===== src/hw/rtl/mss_pkg.sv =====
// Shared constants, codes and handshake structs for the multipath spray path selector.
package mss_pkg;

  localparam int MaxPaths = 256;
  // 8-bit path fields reach at most 256 paths
  localparam int EffMax   = (MaxPaths < 256) ? MaxPaths : 256;
  localparam int AddrW    = $clog2(MaxPaths);
  localparam int PathW    = 8;
  localparam int CountW   = 9;
  localparam int VisitW   = CountW + 1;
  localparam int OpW      = 3;
  localparam int ModeW    = 2;
  localparam int StW      = 2;
  localparam int CfgIdxW  = 1;

  typedef enum logic [OpW-1:0] {
    OpSelect  = 3'd0,
    OpAck     = 3'd1,
    OpEcn     = 3'd2,
    OpNack    = 3'd3,
    OpTimeout = 3'd4
  } op_e;

  localparam logic [ModeW-1:0] ModeSingle    = 2'd0;
  localparam logic [ModeW-1:0] ModeOblivious = 2'd1;
  localparam logic [ModeW-1:0] ModeAdaptive  = 2'd2;

  localparam logic [CfgIdxW-1:0] CfgSprayMode = 1'b0;
  localparam logic [CfgIdxW-1:0] CfgPathCount = 1'b1;

  localparam logic [StW-1:0] StGood = 2'd0;
  localparam logic [StW-1:0] StBad  = 2'd1;
  localparam logic [StW-1:0] StSkip = 2'd2;

  localparam logic [ModeW-1:0]  SprayModeRst = ModeAdaptive;
  localparam logic [CountW-1:0] PathCountRst = 9'd256;

  typedef enum logic {
    CtrlIdle,
    CtrlEval
  } ctrl_state_e;

  typedef struct packed {
    logic accept;
    logic step;
  } mss_cmd_t;

  typedef struct packed {
    logic last;
  } mss_sts_t;

endpackage


===== src/hw/rtl/mss_status_ram.sv =====
// Per-path status memory with per-entry valid bits and write-to-read forwarding.
module mss_status_ram (
  input  logic                      clk_i,
  input  logic                      rst_ni,
  input  logic                      rd_en_i,
  input  logic [mss_pkg::AddrW-1:0] rd_addr_i,
  output logic [mss_pkg::StW-1:0]   rd_data_o,
  input  logic                      wr_en_i,
  input  logic [mss_pkg::AddrW-1:0] wr_addr_i,
  input  logic [mss_pkg::StW-1:0]   wr_data_i
);
  import mss_pkg::*;

  logic [StW-1:0] mem [MaxPaths];
  logic [MaxPaths-1:0] valid_q;
  logic [StW-1:0] rd_data_q;

  always_ff @(posedge clk_i) begin
    if (wr_en_i) begin
      mem[wr_addr_i] <= wr_data_i;
    end
  end

  always_ff @(posedge clk_i or negedge rst_ni) begin
    if (!rst_ni) begin
      valid_q <= '0;
    end else if (wr_en_i) begin
      valid_q[wr_addr_i] <= 1'b1;
    end
  end

  // entries never written read as good
  always_ff @(posedge clk_i) begin
    if (rd_en_i) begin
      if (wr_en_i && (wr_addr_i == rd_addr_i)) begin
        rd_data_q <= wr_data_i;
      end else if (valid_q[rd_addr_i]) begin
        rd_data_q <= mem[rd_addr_i];
      end else begin
        rd_data_q <= StGood;
      end
    end
  end

  assign rd_data_o = rd_data_q;

endmodule


===== src/hw/rtl/mss_datapath.sv =====
// Datapath: config registers, pointer, totals, path walk and result register.
module mss_datapath (
  input  logic                       clk_i,
  input  logic                       rst_ni,
  input  logic                       cfg_we_i,
  input  logic [mss_pkg::CfgIdxW-1:0] cfg_index_i,
  input  logic [mss_pkg::CountW-1:0] cfg_data_i,
  input  logic [mss_pkg::OpW-1:0]    operation_i,
  input  logic [mss_pkg::PathW-1:0]  path_index_i,
  input  mss_pkg::mss_cmd_t          cmd_i,
  output mss_pkg::mss_sts_t          sts_o,
  output logic [mss_pkg::PathW-1:0]  chosen_path_o,
  output logic                       path_found_o,
  output logic [mss_pkg::CountW-1:0] bad_count_o,
  output logic [mss_pkg::CountW-1:0] skip_count_o
);
  import mss_pkg::*;

  logic [ModeW-1:0]  mode_q;
  logic [CountW-1:0] count_q;
  logic [PathW-1:0]  ptr_q, ptr_d;
  logic [CountW-1:0] bad_q, bad_d;
  logic [CountW-1:0] skip_q, skip_d;
  op_e               op_q;
  logic [PathW-1:0]  idx_q;
  logic [VisitW-1:0] visits_q, visits_d;

  logic [PathW-1:0]  chosen_q;
  logic              found_q;
  logic [CountW-1:0] bad_out_q, skip_out_q;

  logic [CountW-1:0] n_eff;
  logic [PathW-1:0]  ptr_wrap, ptr_next;
  logic [CountW-1:0] ptr_inc;
  logic              idx_ok;
  logic [VisitW-1:0] visit_inc;
  logic              visit_end;

  logic              last;
  logic [PathW-1:0]  chosen;
  logic              found;
  logic              cont_rd;
  logic              wr_en;
  logic [StW-1:0]    wr_data;
  logic [AddrW-1:0]  wr_addr, rd_addr;
  logic              rd_en;
  logic [StW-1:0]    st;
  logic              load_out;

  mss_status_ram u_ram (
    .clk_i     (clk_i),
    .rst_ni    (rst_ni),
    .rd_en_i   (rd_en),
    .rd_addr_i (rd_addr),
    .rd_data_o (st),
    .wr_en_i   (wr_en),
    .wr_addr_i (wr_addr),
    .wr_data_i (wr_data)
  );

  always_ff @(posedge clk_i or negedge rst_ni) begin
    if (!rst_ni) begin
      mode_q  <= SprayModeRst;
      count_q <= PathCountRst;
    end else if (cfg_we_i) begin
      unique case (cfg_index_i)
        CfgSprayMode: mode_q  <= cfg_data_i[ModeW-1:0];
        CfgPathCount: count_q <= cfg_data_i;
        default: ;
      endcase
    end
  end

  always_comb begin
    n_eff = count_q;
    if (count_q > CountW'(EffMax)) begin
      n_eff = CountW'(EffMax);
    end
    if (count_q == '0) begin
      n_eff = CountW'(1);
    end
  end

  assign ptr_wrap  = ({1'b0, ptr_q} >= n_eff) ? '0 : ptr_q;
  assign ptr_inc   = {1'b0, ptr_q} + CountW'(1);
  assign ptr_next  = (ptr_inc >= n_eff) ? '0 : ptr_inc[PathW-1:0];
  assign idx_ok    = {1'b0, idx_q} < n_eff;
  assign visit_inc = visits_q + VisitW'(1);
  assign visit_end = visit_inc == {n_eff, 1'b0};

  always_comb begin
    last     = 1'b1;
    chosen   = '0;
    found    = 1'b0;
    bad_d    = bad_q;
    skip_d   = skip_q;
    ptr_d    = ptr_q;
    visits_d = visits_q;
    wr_en    = 1'b0;
    wr_data  = StGood;
    cont_rd  = 1'b0;
    unique case (op_q)
      OpSelect: begin
        unique case (mode_q)
          ModeSingle: begin
            chosen = ptr_q;
            found  = 1'b1;
          end
          ModeOblivious: begin
            chosen = ptr_q;
            found  = 1'b1;
            ptr_d  = ptr_next;
          end
          default: begin
            // adaptive: one path visited per cycle while the controller is not holding for an untaken result
            ptr_d = ptr_next;
            if (st == StGood) begin
              chosen = ptr_q;
              found  = 1'b1;
            end else begin
              if (st == StSkip) begin
                wr_en   = 1'b1;
                wr_data = StGood;
                if (skip_q != '0) skip_d = skip_q - CountW'(1);
              end
              visits_d = visit_inc;
              if (!visit_end) begin
                last    = 1'b0;
                cont_rd = 1'b1;
              end
            end
          end
        endcase
      end
      OpTimeout: begin
        if (idx_ok && (st != StBad)) begin
          if ((st == StSkip) && (skip_q != '0)) skip_d = skip_q - CountW'(1);
          bad_d   = bad_q + CountW'(1);
          wr_en   = 1'b1;
          wr_data = StBad;
        end
      end
      OpEcn, OpNack: begin
        if (idx_ok && (st != StSkip)) begin
          if ((st == StBad) && (bad_q != '0)) bad_d = bad_q - CountW'(1);
          skip_d  = skip_q + CountW'(1);
          wr_en   = 1'b1;
          wr_data = StSkip;
        end
      end
      OpAck: begin
        if (idx_ok) begin
          if ((st == StSkip) && (skip_q != '0)) begin
            skip_d = skip_q - CountW'(1);
          end else if ((st == StBad) && (bad_q != '0)) begin
            bad_d = bad_q - CountW'(1);
          end
          wr_en   = 1'b1;
          wr_data = StGood;
        end
      end
      default: ;
    endcase
    // no status write unless the controller steps this cycle
    wr_en = wr_en && cmd_i.step;
  end

  assign wr_addr = (op_q == OpSelect) ? AddrW'(ptr_q) : AddrW'(idx_q);
  assign rd_en   = cmd_i.accept || (cmd_i.step && cont_rd);
  always_comb begin
    if (cmd_i.accept) begin
      rd_addr = (op_e'(operation_i) == OpSelect) ? AddrW'(ptr_wrap) : AddrW'(path_index_i);
    end else begin
      rd_addr = AddrW'(ptr_next);
    end
  end

  assign load_out = cmd_i.step && last;

  always_ff @(posedge clk_i or negedge rst_ni) begin
    if (!rst_ni) begin
      ptr_q  <= '0;
      bad_q  <= '0;
      skip_q <= '0;
    end else if (cmd_i.accept) begin
      if (op_e'(operation_i) == OpSelect) ptr_q <= ptr_wrap;
    end else if (cmd_i.step) begin
      ptr_q  <= ptr_d;
      bad_q  <= bad_d;
      skip_q <= skip_d;
    end
  end

  always_ff @(posedge clk_i) begin
    if (cmd_i.accept) begin
      op_q     <= op_e'(operation_i);
      idx_q    <= path_index_i;
      visits_q <= '0;
    end else if (cmd_i.step) begin
      visits_q <= visits_d;
    end
  end

  always_ff @(posedge clk_i) begin
    if (load_out) begin
      chosen_q   <= chosen;
      found_q    <= found;
      bad_out_q  <= bad_d;
      skip_out_q <= skip_d;
    end
  end

  assign sts_o.last    = last;
  assign chosen_path_o = chosen_q;
  assign path_found_o  = found_q;
  assign bad_count_o   = bad_out_q;
  assign skip_count_o  = skip_out_q;

endmodule


===== src/hw/rtl/mss_ctrl.sv =====
// Controller: request handshake, evaluation sequencing and result valid.
module mss_ctrl (
  input  logic              clk_i,
  input  logic              rst_ni,
  input  logic              in_valid_i,
  output logic              in_stall_o,
  output logic              out_valid_o,
  input  logic              out_stall_i,
  output mss_pkg::mss_cmd_t cmd_o,
  input  mss_pkg::mss_sts_t sts_i
);
  import mss_pkg::*;

  ctrl_state_e state_q, state_d;
  logic        out_valid_q, out_valid_d;
  logic        out_free;

  assign out_free = !out_valid_q || !out_stall_i;

  always_ff @(posedge clk_i or negedge rst_ni) begin
    if (!rst_ni) begin
      state_q     <= CtrlIdle;
      out_valid_q <= 1'b0;
    end else begin
      state_q     <= state_d;
      out_valid_q <= out_valid_d;
    end
  end

  always_comb begin
    state_d     = state_q;
    cmd_o       = '0;
    out_valid_d = out_valid_q && out_stall_i;
    unique case (state_q)
      CtrlIdle: begin
        if (in_valid_i) begin
          cmd_o.accept = 1'b1;
          state_d      = CtrlEval;
        end
      end
      CtrlEval: begin
        // hold while the previous result has not been taken
        if (out_free) begin
          cmd_o.step = 1'b1;
          if (sts_i.last) begin
            out_valid_d = 1'b1;
            state_d     = CtrlIdle;
          end
        end
      end
      default: state_d = CtrlIdle;
    endcase
  end

  assign in_stall_o  = state_q != CtrlIdle;
  assign out_valid_o = out_valid_q;

endmodule


===== src/hw/rtl/multipath_spray_path_selector_top.sv =====
// Feedback, and a select whose first visited path is good, take a single evaluation step to
// load the registered result; an adaptive select steps past each path that is not good, at
// most 2*n visits in all. New requests stall until the result is loaded; the status memory's
// single read port sets the one-path-per-cycle walk while no result waits. Reset: all paths
// read good via per-entry valid bits (no clearing pass); pointer, totals 0; adaptive, 256 paths.
module multipath_spray_path_selector_top (
  input  logic                        clk_i,
  input  logic                        rst_ni,
  input  logic                        cfg_we_i,
  input  logic [mss_pkg::CfgIdxW-1:0] cfg_index_i,
  input  logic [mss_pkg::CountW-1:0]  cfg_data_i,
  input  logic                        in_valid_i,
  output logic                        in_stall_o,
  input  logic [mss_pkg::OpW-1:0]     operation_i,
  input  logic [mss_pkg::PathW-1:0]   path_index_i,
  output logic                        out_valid_o,
  input  logic                        out_stall_i,
  output logic [mss_pkg::PathW-1:0]   chosen_path_o,
  output logic                        path_found_o,
  output logic [mss_pkg::CountW-1:0]  bad_count_o,
  output logic [mss_pkg::CountW-1:0]  skip_count_o
);
  import mss_pkg::*;

  mss_cmd_t cmd;
  mss_sts_t sts;

  mss_ctrl u_ctrl (
    .clk_i       (clk_i),
    .rst_ni      (rst_ni),
    .in_valid_i  (in_valid_i),
    .in_stall_o  (in_stall_o),
    .out_valid_o (out_valid_o),
    .out_stall_i (out_stall_i),
    .cmd_o       (cmd),
    .sts_i       (sts)
  );

  mss_datapath u_dp (
    .clk_i         (clk_i),
    .rst_ni        (rst_ni),
    .cfg_we_i      (cfg_we_i),
    .cfg_index_i   (cfg_index_i),
    .cfg_data_i    (cfg_data_i),
    .operation_i   (operation_i),
    .path_index_i  (path_index_i),
    .cmd_i         (cmd),
    .sts_o         (sts),
    .chosen_path_o (chosen_path_o),
    .path_found_o  (path_found_o),
    .bad_count_o   (bad_count_o),
    .skip_count_o  (skip_count_o)
  );

endmodule


===== config.mk =====
export PLATFORM = sky130hd
export DESIGN_NAME = multipath_spray_path_selector_top
export DESIGN_NICKNAME = d
export VERILOG_FILES = /design/src/hw/rtl/mss_pkg.sv /design/src/hw/rtl/mss_status_ram.sv /design/src/hw/rtl/mss_datapath.sv /design/src/hw/rtl/mss_ctrl.sv /design/src/hw/rtl/multipath_spray_path_selector_top.sv
export SDC_FILE = /design/constraint.sdc
export NUM_CORES = 1
export LEC_CHECK = 0
export BUFFER_PORTS_ARGS = -buffer_cell sky130_fd_sc_hd__clkbuf_2
export CAP_MARGIN = 0
export CELL_PAD_IN_SITES_DETAIL_PLACEMENT = 1
export CELL_PAD_IN_SITES_GLOBAL_PLACEMENT = 1
export CORE_ASPECT_RATIO = 1.2
export CORE_UTILIZATION = 50
export DETAILED_ROUTE_END_ITERATION = 12
export PLACE_DENSITY = 0.77
export SETUP_SLACK_MARGIN = 0.2
export SYNTH_ARGS = -nofsm -noshare
export SYNTH_HDL_FRONTEND = slang
export SYNTH_SLANG_ARGS = --single-unit

===== constraint.sdc =====
create_clock -name clk_i -period 17.33 [get_ports clk_i]
set_clock_uncertainty 0.2 [all_clocks]
set_input_delay 0.8665 -clock clk_i [delete_from_list [all_inputs] [get_ports clk_i]]
set_output_delay 0.8665 -clock clk_i [all_outputs]
set_load 0.01 [all_outputs]

==> results.md <==
* WS Path Type: reg2reg
* Max Cap Viol at 0
* Max Transition Viols Final at 0
* Psw at 2690 µW
* Share of cells above drive strength 1 at 0.166
* DRT antenna net count at 0
* Clock share of power at 0.287
* Register share of total power at 0.356
* Core area at 0.0749 mm²
* CTS Root Buffer Type: clkbuf_16
* CTS clock-pin slew for the worst setup and hold paths at 0.06 ns
* Syn nets at 3,460
* Cell internal pwr at 4120 µW
* Initial antenna violation count at 1
* Placed wire-length estimate at 74,900 µm
* Sequential share of the synthesized area at 0.640
* Synth Cell Area at 0.0378 mm²
* Leakage power at 0.0170 µW
* Initial drt markers at 2,644
* Sw Ratio at 0.395
* Filler cells at 7,836
* FMAX at 143 MHz
* Hold Path Class: in2reg
* Die area at 0.0766 mm²
* H-tree depth at 3
* Asr flop ratio synth at 0.344
* Tcrit/Tclk final at 0.405
* Pwr/cell area at 163 mW/mm²
* Cell variety after synth at 80
* Row count at 110
* WP data required at 17.54 ns
* Fin crit period at 7.02 ns
* Largest net degree at the start of global routing at 239
* Hold Violations, Final at 0
* Port bufs at 54
* 1st-pass router iterations at 6
* Final setup TNS at 0 ns
* # IOs at 55
* RSZ-0062 raised after global routing: no
* Finished Core Util at 0.560
* Main synth FF type: edfxtp_1
* Via density per instance at 6.15
* Status: completed
* Max Buffers Root-to-Sink at 3
* Synthesized flop and latch total at 857
* TritonCTS clock tree: done
* Die Y at 303 µm
* Global route overflow at 0
* Max FO, Critical Path at 71
* Post-synthesis instance total at 3,404
* Syn avg cell area at 11.1 µm²
* Max VDD drop at 0.157 mV
* Most common cell in the synthesized netlist: nand2_1
* Worst Setup Start Kind: register
* Clk sink count at 857
* Final setup viols at 0
* Post-synth top area cell: edfxtp_1
* Gr usage total at 0.326
* Top cell type's share of synthesized area at 0.439
* Post-CTS Setup Bufs at 0
* Pwr Total at 6820 µW
* Initial Utilization at 0.504
* Area contributors post-synth: edfxtp_1 (44%), dfrtp_1 (19%), nand2_1 (7.2%), or2_2 (4.4%), nand3_1 (3.4%)
* Crit. End Element: register
* Vias in the first global route at 29,400
* Nets at 3,455
* GP Congestion at 0.908
* Vias post-DR at 27,600
* WL final at 123,000 µm
* Post-synth EDFFs at 552
* Logic pwr share at 0.358
* Synth Warn # at 0
* Worst slew margin at 0.202
* CTS buffer count at 89
* Clk Latency, worst-skew pair at 0.66 ns
* Routed length per instance at 27.5 µm
* Area growth syn-to-layout at 11.0%
* Critical path data arrival time at 7.23 ns
* DRC violations left at 0
* Diode count at 0
* Slew @ Worst Pin at 1.19 ns
* Post-synth top cells: nand2_1 (721), edfxtp_1 (552), nor2_1 (341)
* First-pass GRT wire length at 186,000 µm
* Die width at 253 µm
[critical path: stages, from the launching register on]
cell and delay [ns]:
dfrtp_1 0.61, ha_1 0.29, nand3_1 0.13, nor2_1 0.43
and3_1 0.23, ha_1 0.25, a21o_1 0.21, a2111oi_0 0.52
o211ai_1 0.28, o211ai_1 0.16, buf_4 0.61, buf_4 0.78
nand3_1 0.14, a21oi_1 0.19, nor2_1 0.08, o21ai_0 0.85
nor3_1 0.11, o311ai_1 0.35, nand4b_1 0.16, nand2_1 0.08
[final timing paths]
path | from | endpoint | slack [ns] | depth (start not counted)
setup / recovery | u_dp.ptr_q[0]$_DFFE_PN0P_ | u_dp.u_ram.rd_data_o[0]$_DFFE_PP_ | 10.31 | 19
hold / removal | path_index_i[0] | u_dp.idx_q[0]$_DFFE_PP_ | 0.20 | 1
setup reg to reg | u_dp.ptr_q[0]$_DFFE_PN0P_ | u_dp.u_ram.rd_data_o[0]$_DFFE_PP_ | 10.31 | 19
hold reg to reg | u_dp.u_ram.valid_q[78]$_DFFE_PN0P_ | u_dp.u_ram.valid_q[78]$_DFFE_PN0P_ | 0.27 | 1
max in group asynchronous | rst_ni | u_dp.u_ram.valid_q[130]$_DFFE_PN0P_ | 14.18 | 4
min in group asynchronous | rst_ni | u_dp.count_q[0]$_DFFE_PN0P_ | 0.53 | 2
[per-layer routing]
| layer | vias up | share of wire | global-route usage |
|---|---|---|---|
| met5 | - | 0 | 0 |
| met4 | 0 | 0.050 | 0.166 |
| met3 | 285 | 0.064 | 0.0514 |
| met2 | 1084 | 0.50 | 0.555 |
| met1 | 14200 | 0.39 | 0.405 |
| li1 | 12000 | - | - |
[flip-flops by register name, indices dropped and copies added, names as in the netlist, 3 cells and up]
register / flops
u_dp.u_ram.mem: 512
u_dp.u_ram.valid_q: 256
u_dp.visits_q: 10
u_dp.bad_count_o: 9
u_dp.bad_q: 9
u_dp.count_q: 9
u_dp.skip_count_o: 9
u_dp.skip_q: 9
u_dp.chosen_path_o: 8
u_dp.idx_q: 8
u_dp.ptr_q: 8
u_dp.op_q: 3
[cell usage in the layout, fill, tap and decap left out, types with 10 or more instances in the layout]
cell,Yosys,routed
or2_2,263,262
mux2i_1,42,42
nor3_1,26,24
mux2_2,15,15
and2_1,12,11
a31oi_1,47,47
ha_1,30,30
dfxtp_1,10,10
nand2_2,0,17
nor2_1,341,339
buf_4,10,44
a211oi_1,22,22
edfxtp_1,552,552
a21oi_1,110,109
a21o_1,16,16
a311oi_1,17,17
o21ai_0,78,78
inv_1,16,16
nand2_1,721,704
nand3b_1,13,13
nor4_1,13,13
clkbuf_8,0,13
mux4_2,22,22
xor2_1,21,21
o22ai_1,11,11
and3_1,49,49
clkbuf_16,0,91
dfrtp_1,293,293
nand4_1,35,35
xnor2_1,26,26
clkinv_2,0,19
clkbuf_1,98,21
a22oi_1,13,13
nor2b_1,10,10
clkbuf_2,0,53
nand3_1,260,260
[cell families after synthesis]
| group | synth area share |
|---|---|
| adder cells (fa/ha/maj) | 0.00994 |
| multiplexers | 0.0287 |
| buffers and inverters | 0.0252 |
| XOR/XNOR | 0.0109 |
| AO/OA/AOI/OAI | 0.0709 |
| AND/OR/NAND/NOR | 0.214 |
| flip-flops | 0.640 |
[per-stage QoR]
step / hold WS (ns) / worst slack [ns] / std cells / area, µm²
floorplan: 0.230 / 3.22 / 3404 / 37800
global placement: 0.246 / 10.47 / 4315 / 38900
detailed placement: 0.253 / 10.45 / 4315 / 38900
CTS: 0.174 / 10.36 / 4484 / 41900
global route: 0.205 / 9.95 / 4484 / 41900
finish: 0.195 / 10.31 / 4484 / 41900
[final cells by class]
| cell class | instances | area (µm²) | share of cell area |
|---|---|---|---|
| clock buffer | 125 | 2530 | 0.0605 |
| clock inverter | 43 | 422 | 0.0101 |
| inverter | 18 | 70.1 | 0.00167 |
| multi-input combinational | 2330 | 12700 | 0.304 |
| sequential | 857 | 24200 | 0.577 |
| tap | 1008 | 1260 | 0.0301 |
| timing repair buffer | 103 | 701 | 0.0167 |
[power groups by stage]
stage / clock (µW) / combinational [µW] / sequential (µW)
after global routing: 2040 / 2600 / 2430
after global placement: 0 / 2330 / 2450
after detailed placement: 0 / 2390 / 2460
final: 1950 / 2440 / 2420
after CTS: 1970 / 2410 / 2420
after floorplan: 0 / 1560 / 2460
[timing repair]
action                    in CTS  in global routing
hold endpoints to repair      52                  0
hold buffers                   1                  0
gates resized for setup        0                  0
Note: power is estimated with default switching activity, not from simulation.
